## config.mk

```make
export PLATFORM = sky130hd
export DESIGN_NAME = tree_map_reduce_node_unit
export DESIGN_NICKNAME = d
export VERILOG_FILES = /design/src/hw/rtl/tmr_pkg.sv /design/src/hw/rtl/tmr_front.sv /design/src/hw/rtl/tmr_cmd_fifo.sv /design/src/hw/rtl/tmr_back.sv /design/src/hw/rtl/tree_map_reduce_node_unit.sv
export VERILOG_INCLUDE_DIRS = /design/src /design/src/hw/rtl
export SDC_FILE = /design/constraint.sdc
export NUM_CORES = 1
export LEC_CHECK = 0
export ABC_AREA = 1
export BUFFER_PORTS_ARGS = -buffer_cell sky130_fd_sc_hd__buf_2
export CORE_UTILIZATION = 25
export DETAILED_ROUTE_END_ITERATION = 7
export GPL_ROUTABILITY_DRIVEN = 0
export RECOVER_POWER = 25
export SLEW_MARGIN = 5
export SYNTH_ARGS = -nofsm -noshare
export SYNTH_HDL_FRONTEND = slang
export SYNTH_SLANG_ARGS = --single-unit
```

## constraint.sdc

```tcl
create_clock -name clk_i -period 12.83 [get_ports clk_i]
set_clock_uncertainty 0.2 [all_clocks]
set_input_delay 0.6415 -clock clk_i [delete_from_list [all_inputs] [get_ports clk_i]]
set_output_delay 0.6415 -clock clk_i [all_outputs]
set_load 0.01 [all_outputs]
```

## src/hw/rtl/tree_map_reduce_node_unit_assert.svh

```systemverilog
// Assertion macros shared by the tree map/reduce node modules.
`ifndef TREE_MAP_REDUCE_NODE_UNIT_ASSERT_SVH
`define TREE_MAP_REDUCE_NODE_UNIT_ASSERT_SVH

// Check a property on every rising clock edge outside reset.
`define TMR_ASSERT(lbl, clk, rst_n, prop) \
  lbl: assert property (@(posedge clk) disable iff (!rst_n) (prop)) \
    else $error("tree map/reduce node assertion failed");

// Check that a condition never holds outside reset.
`define TMR_ASSERT_NEVER(lbl, clk, rst_n, cond) \
  `TMR_ASSERT(lbl, clk, rst_n, !(cond))

`endif

```

## src/hw/rtl/tmr_pkg.sv

```systemverilog
// Types, codes and defaults shared by the tree map/reduce node modules.
package tmr_pkg;

  // Default number of children per node
  localparam int unsigned TMR_FANOUT = 4;
  // Default depth of the command queue between front and back
  localparam int unsigned TMR_CMD_DEPTH = 2;

  // Reset values of the configuration registers
  localparam logic [31:0] OWN_ID_RST         = 32'd0;
  localparam logic [7:0]  ROOT_DEPTH_LIM_RST = 8'd3;

  // Root node id and depth of the root's own maps
  localparam logic [31:0] ROOT_ID        = 32'd1;
  localparam logic [7:0]  ROOT_DEPTH_NOW = 8'd1;

  // Configuration register indexes (word address bit)
  localparam logic REG_OWN_ID         = 1'b0;
  localparam logic REG_ROOT_DEPTH_LIM = 1'b1;

  // Input item kinds
  localparam logic KIND_START = 1'b0;
  localparam logic KIND_MSG   = 1'b1;

  // Arriving message types
  localparam logic [7:0] MSG_MAP    = 8'd1;
  localparam logic [7:0] MSG_REDUCE = 8'd2;

  // Reduce counter saturation value
  localparam logic [7:0] COUNT_MAX = 8'hFF;

  typedef enum logic [1:0] {
    OT_NONE   = 2'd0,
    OT_MAP    = 2'd1,
    OT_REDUCE = 2'd2
  } otype_e;

  typedef enum logic [2:0] {
    ST_SENT      = 3'd0,
    ST_SENT_DONE = 3'd1,
    ST_DONE      = 3'd2,
    ST_MISMATCH  = 3'd3,
    ST_UNKNOWN   = 3'd4,
    ST_HALTED    = 3'd5
  } status_e;

  // Command handed from front to back: one result, or a fan-out of maps
  typedef struct packed {
    logic        fan;
    otype_e      otype;
    logic [31:0] dest;
    logic [7:0]  depth_lim;
    logic [7:0]  depth_now;
    logic [31:0] src;
    status_e     status;
  } tmr_cmd_t;

endpackage

```

## src/hw/rtl/tmr_front.sv

```systemverilog
// Front end: accepts input items, updates node state and issues commands.
module tmr_front import tmr_pkg::*; #(
  parameter int unsigned Fanout = TMR_FANOUT
) (
  input  logic        clk_i,
  input  logic        rst_ni,
  input  logic [31:0] own_id_i,
  input  logic [7:0]  root_depth_lim_i,
  input  logic        accept_i,
  input  logic        kind_i,
  input  logic [7:0]  msg_type_i,
  input  logic [31:0] dest_id_i,
  input  logic [7:0]  depth_lim_i,
  input  logic [7:0]  depth_now_i,
  input  logic [31:0] sender_id_i,
  output logic        push_o,
  output tmr_cmd_t    cmd_o
);

  localparam logic [31:0] FanoutW = 32'(Fanout);
  localparam logic [31:0] BaseOff = 32'(Fanout - 2);
  localparam logic [7:0]  CountDone = 8'(Fanout);

  logic        halted_q, halted_d;
  logic [7:0]  count_q, count_d;
  logic [31:0] parent_q, parent_d;
  logic [7:0]  count_inc;
  logic [31:0] child_base;
  logic [8:0]  depth_next;
  logic        push;

  // First child id; wraps modulo 2^32
  assign child_base = 32'(own_id_i * FanoutW) - BaseOff;
  assign depth_next = {1'b0, depth_now_i} + 9'd1;
  assign count_inc  = (count_q == COUNT_MAX) ? count_q : count_q + 8'd1;

  // Classify the item and build its command
  always_comb begin
    push            = 1'b0;
    halted_d        = halted_q;
    count_d         = count_q;
    parent_d        = parent_q;
    cmd_o.fan       = 1'b0;
    cmd_o.otype     = OT_NONE;
    cmd_o.dest      = '0;
    cmd_o.depth_lim = '0;
    cmd_o.depth_now = '0;
    cmd_o.src       = '0;
    cmd_o.status    = ST_HALTED;
    if (halted_q) begin
      push = 1'b1;
    end else if (kind_i == KIND_START) begin
      if (own_id_i == ROOT_ID) begin
        push            = 1'b1;
        cmd_o.fan       = 1'b1;
        cmd_o.otype     = OT_MAP;
        cmd_o.dest      = child_base;
        cmd_o.depth_lim = root_depth_lim_i;
        cmd_o.depth_now = ROOT_DEPTH_NOW;
        cmd_o.src       = own_id_i;
        cmd_o.status    = ST_SENT;
      end
    end else if (dest_id_i != own_id_i) begin
      push         = 1'b1;
      halted_d     = 1'b1;
      cmd_o.status = ST_MISMATCH;
    end else if (msg_type_i == MSG_MAP) begin
      push = 1'b1;
      if (depth_next == {1'b0, depth_lim_i}) begin
        // Leaf: reply to the sender and finish
        halted_d     = 1'b1;
        cmd_o.otype  = OT_REDUCE;
        cmd_o.dest   = sender_id_i;
        cmd_o.status = ST_SENT_DONE;
      end else begin
        parent_d        = sender_id_i;
        cmd_o.fan       = 1'b1;
        cmd_o.otype     = OT_MAP;
        cmd_o.dest      = child_base;
        cmd_o.depth_lim = depth_lim_i;
        cmd_o.depth_now = depth_next[7:0];
        cmd_o.src       = own_id_i;
        cmd_o.status    = ST_SENT;
      end
    end else if (msg_type_i == MSG_REDUCE) begin
      count_d = count_inc;
      if (count_inc == CountDone) begin
        push = 1'b1;
        if (parent_q != '0) begin
          cmd_o.otype  = OT_REDUCE;
          cmd_o.dest   = parent_q;
          cmd_o.status = ST_SENT;
        end else begin
          halted_d     = 1'b1;
          cmd_o.status = ST_DONE;
        end
      end
    end else begin
      push         = 1'b1;
      halted_d     = 1'b1;
      cmd_o.status = ST_UNKNOWN;
    end
  end

  assign push_o = accept_i & push;

  // Advance node state on each accepted transaction
  always_ff @(posedge clk_i or negedge rst_ni) begin
    if (!rst_ni) begin
      halted_q <= 1'b0;
      count_q  <= '0;
      parent_q <= '0;
    end else if (accept_i) begin
      halted_q <= halted_d;
      count_q  <= count_d;
      parent_q <= parent_d;
    end
  end

endmodule

```

## src/hw/rtl/tmr_cmd_fifo.sv

```systemverilog
// Short command queue between the front and back ends.
module tmr_cmd_fifo import tmr_pkg::*; #(
  parameter int unsigned Depth = TMR_CMD_DEPTH
) (
  input  logic     clk_i,
  input  logic     rst_ni,
  input  logic     push_i,
  input  tmr_cmd_t wdata_i,
  input  logic     pop_i,
  output tmr_cmd_t rdata_o,
  output logic     empty_o,
  output logic     full_o
);

`include "tree_map_reduce_node_unit_assert.svh"

  localparam int unsigned PtrW = (Depth > 1) ? $clog2(Depth) : 1;
  localparam int unsigned CntW = $clog2(Depth + 1);
  localparam logic [PtrW-1:0] PtrLast = PtrW'(Depth - 1);
  localparam logic [CntW-1:0] CntFull = CntW'(Depth);

  tmr_cmd_t            mem_q [Depth];
  logic [PtrW-1:0]     wptr_q, wptr_d, rptr_q, rptr_d;
  logic [CntW-1:0]     cnt_q, cnt_d;

  assign empty_o = (cnt_q == '0);
  assign full_o  = (cnt_q == CntFull);
  assign rdata_o = mem_q[rptr_q];

  // Step pointers and fill count
  always_comb begin
    wptr_d = wptr_q;
    rptr_d = rptr_q;
    cnt_d  = cnt_q;
    if (push_i) begin
      wptr_d = (wptr_q == PtrLast) ? '0 : wptr_q + PtrW'(1);
    end
    if (pop_i) begin
      rptr_d = (rptr_q == PtrLast) ? '0 : rptr_q + PtrW'(1);
    end
    if (push_i && !pop_i) begin
      cnt_d = cnt_q + CntW'(1);
    end else if (pop_i && !push_i) begin
      cnt_d = cnt_q - CntW'(1);
    end
  end

  always_ff @(posedge clk_i or negedge rst_ni) begin
    if (!rst_ni) begin
      wptr_q <= '0;
      rptr_q <= '0;
      cnt_q  <= '0;
    end else begin
      wptr_q <= wptr_d;
      rptr_q <= rptr_d;
      cnt_q  <= cnt_d;
    end
  end

  // Store entries
  always_ff @(posedge clk_i) begin
    if (push_i) begin
      mem_q[wptr_q] <= wdata_i;
    end
  end

  `TMR_ASSERT_NEVER(a_no_overflow, clk_i, rst_ni, push_i && full_o)
  `TMR_ASSERT_NEVER(a_no_underflow, clk_i, rst_ni, pop_i && empty_o)
  `TMR_ASSERT(a_ptr_match, clk_i, rst_ni, (wptr_q == rptr_q) == (empty_o || full_o))

endmodule

```

## src/hw/rtl/tmr_back.sv

```systemverilog
// Back end: expands queued commands into result transactions.
module tmr_back import tmr_pkg::*; #(
  parameter int unsigned Fanout = TMR_FANOUT
) (
  input  logic        clk_i,
  input  logic        rst_ni,
  input  logic        head_valid_i,
  input  tmr_cmd_t    head_i,
  output logic        pop_o,
  output logic        out_valid_o,
  input  logic        out_stall_i,
  output logic [1:0]  out_type_o,
  output logic [31:0] out_dest_o,
  output logic [7:0]  out_depth_lim_o,
  output logic [7:0]  out_depth_now_o,
  output logic [31:0] out_src_o,
  output logic [2:0]  status_o,
  output logic        last_o
);

`include "tree_map_reduce_node_unit_assert.svh"

  localparam int unsigned IdxW = $clog2(Fanout);
  localparam logic [IdxW-1:0] IdxLast = IdxW'(Fanout - 1);

  logic [IdxW-1:0] idx_q, idx_d;
  logic            out_valid_q;
  logic            emit, is_last;
  otype_e          type_q;
  status_e         status_q;
  logic [31:0]     dest_q, src_q;
  logic [7:0]      maxd_q, curd_q;
  logic            last_q;

  // Emit when the output register is free or being drained
  assign emit    = head_valid_i && (!out_valid_q || !out_stall_i);
  assign is_last = !head_i.fan || (idx_q == IdxLast);
  assign pop_o   = emit && is_last;

  always_comb begin
    idx_d = idx_q;
    if (pop_o) begin
      idx_d = '0;
    end else if (emit) begin
      idx_d = idx_q + IdxW'(1);
    end
  end

  always_ff @(posedge clk_i or negedge rst_ni) begin
    if (!rst_ni) begin
      idx_q       <= '0;
      out_valid_q <= 1'b0;
    end else begin
      idx_q <= idx_d;
      if (emit) begin
        out_valid_q <= 1'b1;
      end else if (!out_stall_i) begin
        out_valid_q <= 1'b0;
      end
    end
  end

  // Load the result register
  always_ff @(posedge clk_i) begin
    if (emit) begin
      type_q   <= head_i.otype;
      dest_q   <= head_i.dest + 32'(idx_q);
      maxd_q   <= head_i.depth_lim;
      curd_q   <= head_i.depth_now;
      src_q    <= head_i.src;
      status_q <= head_i.status;
      last_q   <= is_last;
    end
  end

  assign out_valid_o     = out_valid_q;
  assign out_type_o      = type_q;
  assign out_dest_o      = dest_q;
  assign out_depth_lim_o = maxd_q;
  assign out_depth_now_o = curd_q;
  assign out_src_o       = src_q;
  assign status_o        = status_q;
  assign last_o          = last_q;

  `TMR_ASSERT(a_idx_needs_head, clk_i, rst_ni, (idx_q != '0) |-> (head_valid_i && head_i.fan))
  `TMR_ASSERT(a_emit_fills, clk_i, rst_ni, emit |=> out_valid_q)
  `TMR_ASSERT(a_pop_on_emit, clk_i, rst_ni, pop_o |-> emit)

endmodule

```

## src/hw/rtl/tree_map_reduce_node_unit.sv

```systemverilog
// Top level of the tree map/reduce node: configuration, front, queue and back.
//
//  Channel   Direction  Handshake               Payload
//  input     in         in_valid_i/in_stall_o   kind, msg_type, dest_id, depths, sender
//  output    out        out_valid_o/out_stall_i out_type, out_dest, depths, src, status, last
//  config    in         APB psel/penable        own_id @0x0, root_depth_lim @0x4
//
// An accepted item enters the command queue; its results are then loaded from
// the queue head into the output register. A fan-out item yields Fanout results,
// one per cycle unless the output stalls; any other item yields at most one.
// The front accepts one item per cycle while the command queue has room.
// Reset clears node state, queue and output valid; no clearing pass is needed.
// Stalls on the output fill the queue, then stall the input.
module tree_map_reduce_node_unit import tmr_pkg::*; #(
  parameter int unsigned Fanout   = TMR_FANOUT,
  parameter int unsigned CmdDepth = TMR_CMD_DEPTH
) (
  input  logic        clk_i,
  input  logic        rst_ni,
  // configuration port
  input  logic        psel,
  input  logic        penable,
  input  logic        pwrite,
  input  logic [2:0]  paddr,
  input  logic [31:0] pwdata,
  output logic [31:0] prdata,
  output logic        pready,
  // input channel
  input  logic        in_valid_i,
  output logic        in_stall_o,
  input  logic        kind_i,
  input  logic [7:0]  msg_type_i,
  input  logic [31:0] dest_id_i,
  input  logic [7:0]  depth_lim_i,
  input  logic [7:0]  depth_now_i,
  input  logic [31:0] sender_id_i,
  // output channel
  output logic        out_valid_o,
  input  logic        out_stall_i,
  output logic [1:0]  out_type_o,
  output logic [31:0] out_dest_o,
  output logic [7:0]  out_depth_lim_o,
  output logic [7:0]  out_depth_now_o,
  output logic [31:0] out_src_o,
  output logic [2:0]  status_o,
  output logic        last_o
);

  logic [31:0] own_id_q;
  logic [7:0]  root_depth_lim_q;
  logic        cfg_wr;
  logic        accept;
  logic        push, pop, empty, full;
  tmr_cmd_t    cmd_in, cmd_head;

  // Configuration registers
  assign pready = 1'b1;
  assign cfg_wr = psel && penable && pwrite && pready;

  always_ff @(posedge clk_i or negedge rst_ni) begin
    if (!rst_ni) begin
      own_id_q         <= OWN_ID_RST;
      root_depth_lim_q <= ROOT_DEPTH_LIM_RST;
    end else if (cfg_wr) begin
      if (paddr[2] == REG_OWN_ID) begin
        own_id_q <= pwdata;
      end else begin
        root_depth_lim_q <= pwdata[7:0];
      end
    end
  end

  assign prdata = (paddr[2] == REG_OWN_ID) ? own_id_q : {24'd0, root_depth_lim_q};

  // Hold the input while the queue has no room
  assign in_stall_o = full;
  assign accept     = in_valid_i && !in_stall_o;

  tmr_front #(
    .Fanout (Fanout)
  ) u_front (
    .clk_i            (clk_i),
    .rst_ni           (rst_ni),
    .own_id_i         (own_id_q),
    .root_depth_lim_i (root_depth_lim_q),
    .accept_i         (accept),
    .kind_i           (kind_i),
    .msg_type_i       (msg_type_i),
    .dest_id_i        (dest_id_i),
    .depth_lim_i      (depth_lim_i),
    .depth_now_i      (depth_now_i),
    .sender_id_i      (sender_id_i),
    .push_o           (push),
    .cmd_o            (cmd_in)
  );

  tmr_cmd_fifo #(
    .Depth (CmdDepth)
  ) u_fifo (
    .clk_i   (clk_i),
    .rst_ni  (rst_ni),
    .push_i  (push),
    .wdata_i (cmd_in),
    .pop_i   (pop),
    .rdata_o (cmd_head),
    .empty_o (empty),
    .full_o  (full)
  );

  tmr_back #(
    .Fanout (Fanout)
  ) u_back (
    .clk_i           (clk_i),
    .rst_ni          (rst_ni),
    .head_valid_i    (!empty),
    .head_i          (cmd_head),
    .pop_o           (pop),
    .out_valid_o     (out_valid_o),
    .out_stall_i     (out_stall_i),
    .out_type_o      (out_type_o),
    .out_dest_o      (out_dest_o),
    .out_depth_lim_o (out_depth_lim_o),
    .out_depth_now_o (out_depth_now_o),
    .out_src_o       (out_src_o),
    .status_o        (status_o),
    .last_o          (last_o)
  );

endmodule
```

[Yosys cells after proc, flatten, opt, wreduce, memory -nomap -nowiden]
Memory sizes are Yosys's and may differ from the RTL's.
Cells that the tools add are included.
Storage, ports and cells
  memories kept: 1
  logic and storage cells: 113
  RAM bits: 172
  bits in registers: 174
Cells by class
  reductions and logical operators: 24
  bitwise operators: 6
  mux-type cells: 46
  eq/ne operators: 10
  add/sub/neg operators: 9
Memory list
  u_fifo.mem_q: depth 2, bits a word 86, read ports 1, clocked after memory_dff 0, write ports 1, line tmr_cmd_fifo.sv:22  | tmr_cmd_t mem_q [Depth];
Operators with widths (count)
  86-bit 2-to-1 mux: 3
  34-bit 2-to-1 mux: 5
  48-bit 2-to-1 mux: 2
  83-bit 2-to-1 mux: 1
  32-bit by 2-bit adder with 32-bit output: 1
  32-bit by 1-bit equality test with 1-bit output, second input constant: 1
  32-bit 2-to-1 mux: 1
  32-bit inequality test: 1
  32-bit nonzero test: 1
  32-bit by 2-bit subtractor with 32-bit output, second input constant: 1
  1-bit 2-to-1 mux: 24
  3-bit 2-to-1 mux: 4
  6-bit AND reduction: 2
  2-bit 2-to-1 mux: 5
  8-bit by 1-bit adder with 9-bit output, second input constant: 1
  9-bit by 8-bit equality test with 1-bit output: 1
  8-bit by 1-bit adder with 8-bit output, second input constant: 1
  8-bit by 1-bit equality test with 1-bit output, second input constant: 1
  8-bit by 2-bit equality test with 1-bit output, second input constant: 1
  8-bit by 3-bit equality test with 1-bit output, second input constant: 1
  8-bit equality test, second input constant: 1
  8-bit 2-to-1 mux: 1
  1-bit logical AND: 7
  1-bit logical NOT: 7
  11 further kinds: 21

[Logic depth before layout (Yosys ltp)]
  depth after elaboration: 14
  mapped depth: 18
  depth with buffers taken out: 17

[By module]
Synthesis repeated with hierarchy kept, for this count alone.
Second synthesis, totals
  cells, all modules: 1762
  area, all modules: 17148.9 um^2
By module, submodules not included
  tmr_cmd_fifo: instances 1, sequential area each 5265.0 um^2, cells an instance 293, area each 6533.8 um^2
  tmr_front: instances 1, sequential area each 1026.0 um^2, cells an instance 903, area each 4991.0 um^2
  tmr_back: instances 1, sequential area each 2657.5 um^2, cells an instance 307, area each 3698.5 um^2
  tree_map_reduce_node_unit: instances 1, sequential area each 1003.5 um^2, cells an instance 259, area each 1925.6 um^2

[Worst setup path before layout]
No wires, ideal clock.
  kind: reg-to-reg
  start: register u_front.count_q[0]
  end: memory u_fifo.mem_q[1][0] (netlist bit) (enable)
  stages on the path, launching flop included: 13
  path slack: 6959 ps
  data required time: 12101 ps
  setup time: 529 ps
  arrival time: 5142 ps
  cells stage by stage: dfrtp_1 -> ha_1 -> nand2_1 -> nor2_1 -> nand2_1 -> nand2_1 -> nor2_1 -> nand2_1 -> nor2_1 -> nand2_1 -> nand2_1 -> o21bai_1 -> nor2_1
On the way
  longest elaborated chain between the ends: 12
  elaborated cells between the ends (all ways): 13
  those cells by class: 1 x add/sub; 2 x eq/ne; 9 x mux; 1 x bitwise
RTL lines
  start, declared: line tmr_front.sv:25  | logic [7:0] count_q, count_d;
  start signal, assigned: line tmr_front.sv:115  | count_q <= count_d;
  8-bit by 1-bit adder with 8-bit output or 8-bit equality test (tied branches): line tmr_front.sv:35  | assign count_inc = (count_q == COUNT_MAX) ? count_q : count_q + 8'd1;
  8-bit 2-to-1 mux (*): line tmr_front.sv:35
  8-bit by 3-bit equality test with 1-bit output (*): line tmr_front.sv:87  | if (count_inc == CountDone) begin
  1-bit 2-to-1 mux (*): line tmr_front.sv:87
  1-bit 2-to-1 mux (*): line tmr_front.sv:85  | end else if (msg_type_i == MSG_REDUCE) begin
  1-bit 2-to-1 mux (*): line tmr_front.sv:67  | end else if (msg_type_i == MSG_MAP) begin
  1-bit 2-to-1 mux (*): line tmr_front.sv:63  | end else if (dest_id_i != own_id_i) begin
  1-bit 2-to-1 mux (*): line tmr_front.sv:52  | end else if (kind_i == KIND_START) begin
  1-bit 2-to-1 mux (*): line tmr_front.sv:50  | if (halted_q) begin
  1-bit bitwise AND (*): line tmr_front.sv:105  | assign push_o = accept_i & push;
  1-bit 2-to-1 mux (*): line tmr_cmd_fifo.sv:62  | if (push_i) begin
  1-bit 2-to-1 mux (implied by the code) (*): line tmr_cmd_fifo.sv:63  | mem_q[wptr_q] <= wdata_i;
  end, declared: line tmr_cmd_fifo.sv:22
Every way passes the cells marked *; elsewhere a longest branch is shown, timed or not.

[Worst setup path after layout]
  start: register u_fifo.rptr_q
  end: register u_back.dest_q[19] (netlist: u_back.out_dest_o[19]) (data pin)
On the way
  longest elaborated chain between the ends: 2
RTL lines
  start, declared: line tmr_cmd_fifo.sv:23  | logic [PtrW-1:0] wptr_q, wptr_d, rptr_q, rptr_d;
  start signal, assigned: line tmr_cmd_fifo.sv:55  | rptr_q <= rptr_d;
  memory read 2 x 86 bit
  32-bit by 2-bit adder with 32-bit output: line tmr_back.sv:67  | dest_q <= head_i.dest + 32'(idx_q);
  end signal, assigned: line tmr_back.sv:67
  end, declared: line tmr_back.sv:31  | logic [31:0] dest_q, src_q;
No other way between the ends.
A chain may end at the register's enable or synchronous reset.

==> impl.org <==
** Outcome
- The run finished, with violations left.
- The checks that failed: max-capacitance violations, max-slew violations.

** Drt
- Post-detailed-route via-to-cell ratio :: 4.48
- Per-cell routed wire length :: 17.7 um
- Number of nets with antenna violations after detailed routing :: 0
- After detailed routing, the total wire length is 52.8 mm.
- Number of iterations in the first detailed-routing pass :: 6
- The detailed router finished its first iteration with 1202 violations.
- For this run, design rule violations remaining after detail routing come to 0.
- The routed layout has 13337 vias.

** Clocking
- In this run, CTS created clock tree buffers numbering 38.
- Insertion delay of the later-clocked pin in the worst-skew pair :: 0.55 ns
- TritonCTS clock tree :: done
- CTS HTree Levels :: 2
- Worst-path clk slew :: 0.06 ns
- CTS placed an instance of sky130_fd_sc_hd__clkbuf_16 at the clock tree root.
- Number of clock sinks :: 344
- Buffers from clock root to sink, at most :: 3

** Global route
- Vias in the first global route :: 12466
- The initial antenna violation count is 27.
- Summed over all layers, the global routing overflow is 0.
- Largest net degree at the start of global routing :: 80
- In the global route stage, overall resource usage came out at 0.149.
- The first global-routing pass estimated 77.6 mm of wire.

** Power
- Reg power frac :: 0.440
- In this run the power density over the cells is 194 nW/um^2.
- IR Drop Worst-Case VDD :: 0.0817 mV
- Clock power frac :: 0.295
- Of the total power, combinational logic draws 0.265.
- The internal portion of the total power is 2.60 mW.
- Switching power :: 1.34 mW
- LEAKAGE :: 8.50 nW
- Switching portion of total power :: 0.341

** STA
- Ratio of final minimum period to clock period :: 0.573
- Final hold violation count :: 0
- Sum of negative setup slack :: 0 ns
- Upper clock frequency limit :: 136 MHz
- Worst slew margin :: -1.14
- Slew of the pin with the lowest slew margin :: 3.20 ns
- Setup repair after global routing left no endpoint under its margin.
- Setup violations remaining at the end of the flow were counted as 0.
- The total count of max-transition violations in the final report came to 279.
- Final critical-path required period :: 7.35 ns

** Worst setup path
- In this run the critical register-to-register path is captured at u_back.out_dest_o[19].
- On the worst path, the slowest cell contributes a delay of 2.75 ns.
- The worst setup path is captured at a register.
- Maximum fanout encountered on the critical timing path :: 79
- The critical path ends at u_back.out_dest_o[19].
- Category of the worst setup path launch point :: register
- Start-to-end type of the worst setup path :: register to register
- The startpoint identified for the worst register-to-register timing path is u_fifo.rptr_q.
- Tracing the worst setup path back leads to its startpoint at u_fifo.rptr_q.
- Worst reg-to-reg path cell count :: 14
- Worst Path Required :: 12.92 ns
- Traced cell by cell, the critical path runs through clkinvlp_2 > or2_2 > o21ai_0 > inv_1 > ha_1 > a21oi_1 > nor2_1 > nand2_1 > nor2_2 > nand3b_1 > nor2_2 > nand3_1 > nor2_1 > xor2_1.
- Register-to-Register Setup Slack :: 5.48 ns
- Data on the critical path arrives at its endpoint at 7.44 ns.
- The slowest stage of the critical path belongs to the cell sky130_fd_sc_hd__clkinvlp_2.

** Yosys
- By count the netlist is led by 506 x sky130_fd_sc_hd__nand2_1, 256 x sky130_fd_sc_hd__edfxtp_1, 227 x sky130_fd_sc_hd__nor2_1.
- Most numerous cell in the Yosys netlist :: sky130_fd_sc_hd__nand2_1
- Synthesis inferred 344 register bits.
- Post-synthesis instance area :: 17100 um^2
- Main area contributors after synthesis :: sky130_fd_sc_hd__edfxtp_1 45%, sky130_fd_sc_hd__dfrtp_1 13%, sky130_fd_sc_hd__nand2_1 11%
- Synthesis produced a netlist whose cell count is 1846.
- Share of synthesized area occupied by flip-flops and latches :: 0.580
- Most used flip-flop cell after synthesis :: sky130_fd_sc_hd__edfxtp_1
- The largest total area in the synthesized netlist belongs to sky130_fd_sc_hd__edfxtp_1.
- Net count after synthesis :: 1986
- Total number of yosys warnings :: 0
- The share of synthesized area in the top cell type comes to 0.451.
- In this run, synthesis inferred 256 flip-flops with an integrated enable.
- A synthesized cell averages 9.24 um^2.
- Count of different cell masters after synthesis :: 46
- Counting flops with an async set or reset pin after synthesis yields a share of 0.256.

** Job
- Max-cap violations in this run came to 5.

** Placed design
- Post-placement cell area :: 19100 um^2
- Port buffer count :: 248
- The wire-length estimate of the detail-placed layout is 37.7 mm.

** Die
- # IOs :: 252
- After floorplanning, the core was divided into 95 placement rows.
- The floorplan step defined a die boundary enclosing 69300 um^2.
- Initial core utilization :: 0.254
- Area inside the core boundary :: 67300 um^2
- Die outline height :: 263 um
- Horizontal die dimension :: 263 um

** Hold path
- The path class of the tightest hold or removal check is primary input to register.

** Layout
- Fill cells in the final layout number 7090.
- Area growth from synthesis to layout :: 19.0%
- With fillers left out, the area of the finished cells amounts to 20300 um^2.
- In the final design database the tool counted 2208 nets.
- Measured on the finished design, the core utilization comes to 0.302.
- In the final layout, the share of cells above drive strength 1 is 0.140.
[placed cells by master, fill, tap and decap left out, types with 80 or more instances in the layout]
master / count
sky130_fd_sc_hd__nand2_1: 505
sky130_fd_sc_hd__edfxtp_1: 256
sky130_fd_sc_hd__nor2_1: 225
sky130_fd_sc_hd__buf_2: 159
sky130_fd_sc_hd__inv_1: 156
sky130_fd_sc_hd__nand3_1: 106
sky130_fd_sc_hd__clkbuf_1: 98
sky130_fd_sc_hd__dfrtp_1: 86
sky130_fd_sc_hd__nand4_1: 81
sky130_fd_sc_hd__o21ai_0: 80
[power groups by stage]
stage | logic [mW] | registers (mW) | clock network, mW
2_1_floorplan | 0.582 | 1.80 | 0
3_3_place_gp | 1.07 | 1.76 | 0
3_5_place_dp | 1.09 | 1.76 | 0
4_1_cts | 1.09 | 1.74 | 1.19
5_1_grt | 1.16 | 1.77 | 1.23
6_report | 1.05 | 1.73 | 1.16
[what timing repair did]
item | 4_1_cts | 5_1_grt
resized for setup | 0 | 0
setup buffers | 0 | 0
endpoints found under the hold margin | 46 | 0
hold buffers | 1 | 0
[cell type report]
cell class	instances	area, um^2	share of cell area
antenna	5	12.5	0.000616
clock buffer	48	1050	0.0518
clock inverter	20	268	0.0132
inverter	162	612	0.0301
multi-input combinational	1259	6130	0.302
sequential	344	9890	0.487
tap	873	1090	0.0538
timing repair buffer	263	1240	0.0610
[kinds of logic after synthesis]
family          after synthesis  synth area share
buf+inv                     243            0.0613
other cells                   1          0.000220
flops                       344             0.580
mux                          10           0.00587
fa+ha+maj                     9           0.00704
simple gates                999             0.257
compound gates              162            0.0486
xor+xnor                     78            0.0401
[worst max-delay path, delay by kind of cell (launching register included)]
family,cells,cell delay [ns]
AOI/OAI and AO/OA,2,0.27
xor gates and xnor gates,1,0.09
adders and majority gates,1,0.28
buffers and inverters,2,2.83
DFF,1,0.97
and+or+nand+nor,8,2.40
[worst min-delay path by stage]
stage | startpoint | endpoint | cells past startpoint
after floorplan | rst_ni | own_id_q[0] | 0
after global placement | u_fifo.wptr_q | u_fifo.wptr_q | 2
after detailed placement | u_front.parent_q[25] | u_front.parent_q[25] | 2
after CTS | pwdata[24] | own_id_q[24] | 3
after global routing | pwdata[24] | own_id_q[24] | 3
final | sender_id_i[3] | u_front.parent_q[3] | 3
[flip-flops by register name (all words and copies together) (netlist names), 32 cells and up]
| signal | cells |
|---|---|
| u_back.out_src_o | 32 |
| u_front.parent_q | 32 |
| own_id_q | 32 |
| u_back.out_dest_o | 32 |
| u_fifo.mem_q | 170 |
[routing by layer]
metal,GRT usage,vias up,part of all wire
met5,0,-,0.0043
met2,0.236,376,0.46
met1,0.195,6274,0.44
met3,0.0447,91,0.075
met4,0.0425,38,0.021
li1,-,6558,-
[through the flow]
stage / worst slack, ns / total power, mW / hold WS [ns] / std cells
2_1_floorplan: 6.96 / 2.38 / 0.146 / 1846
3_3_place_gp: 8.56 / 2.83 / 0.264 / 2900
3_5_place_dp: 8.57 / 2.85 / 0.284 / 2900
4_1_cts: 8.55 / 4.02 / 0.104 / 2969
5_1_grt: 4.78 / 4.15 / 0.112 / 2973
6_report: 5.48 / 3.94 / 0.133 / 2974
Note: power is estimated with default switching activity, not from simulation.
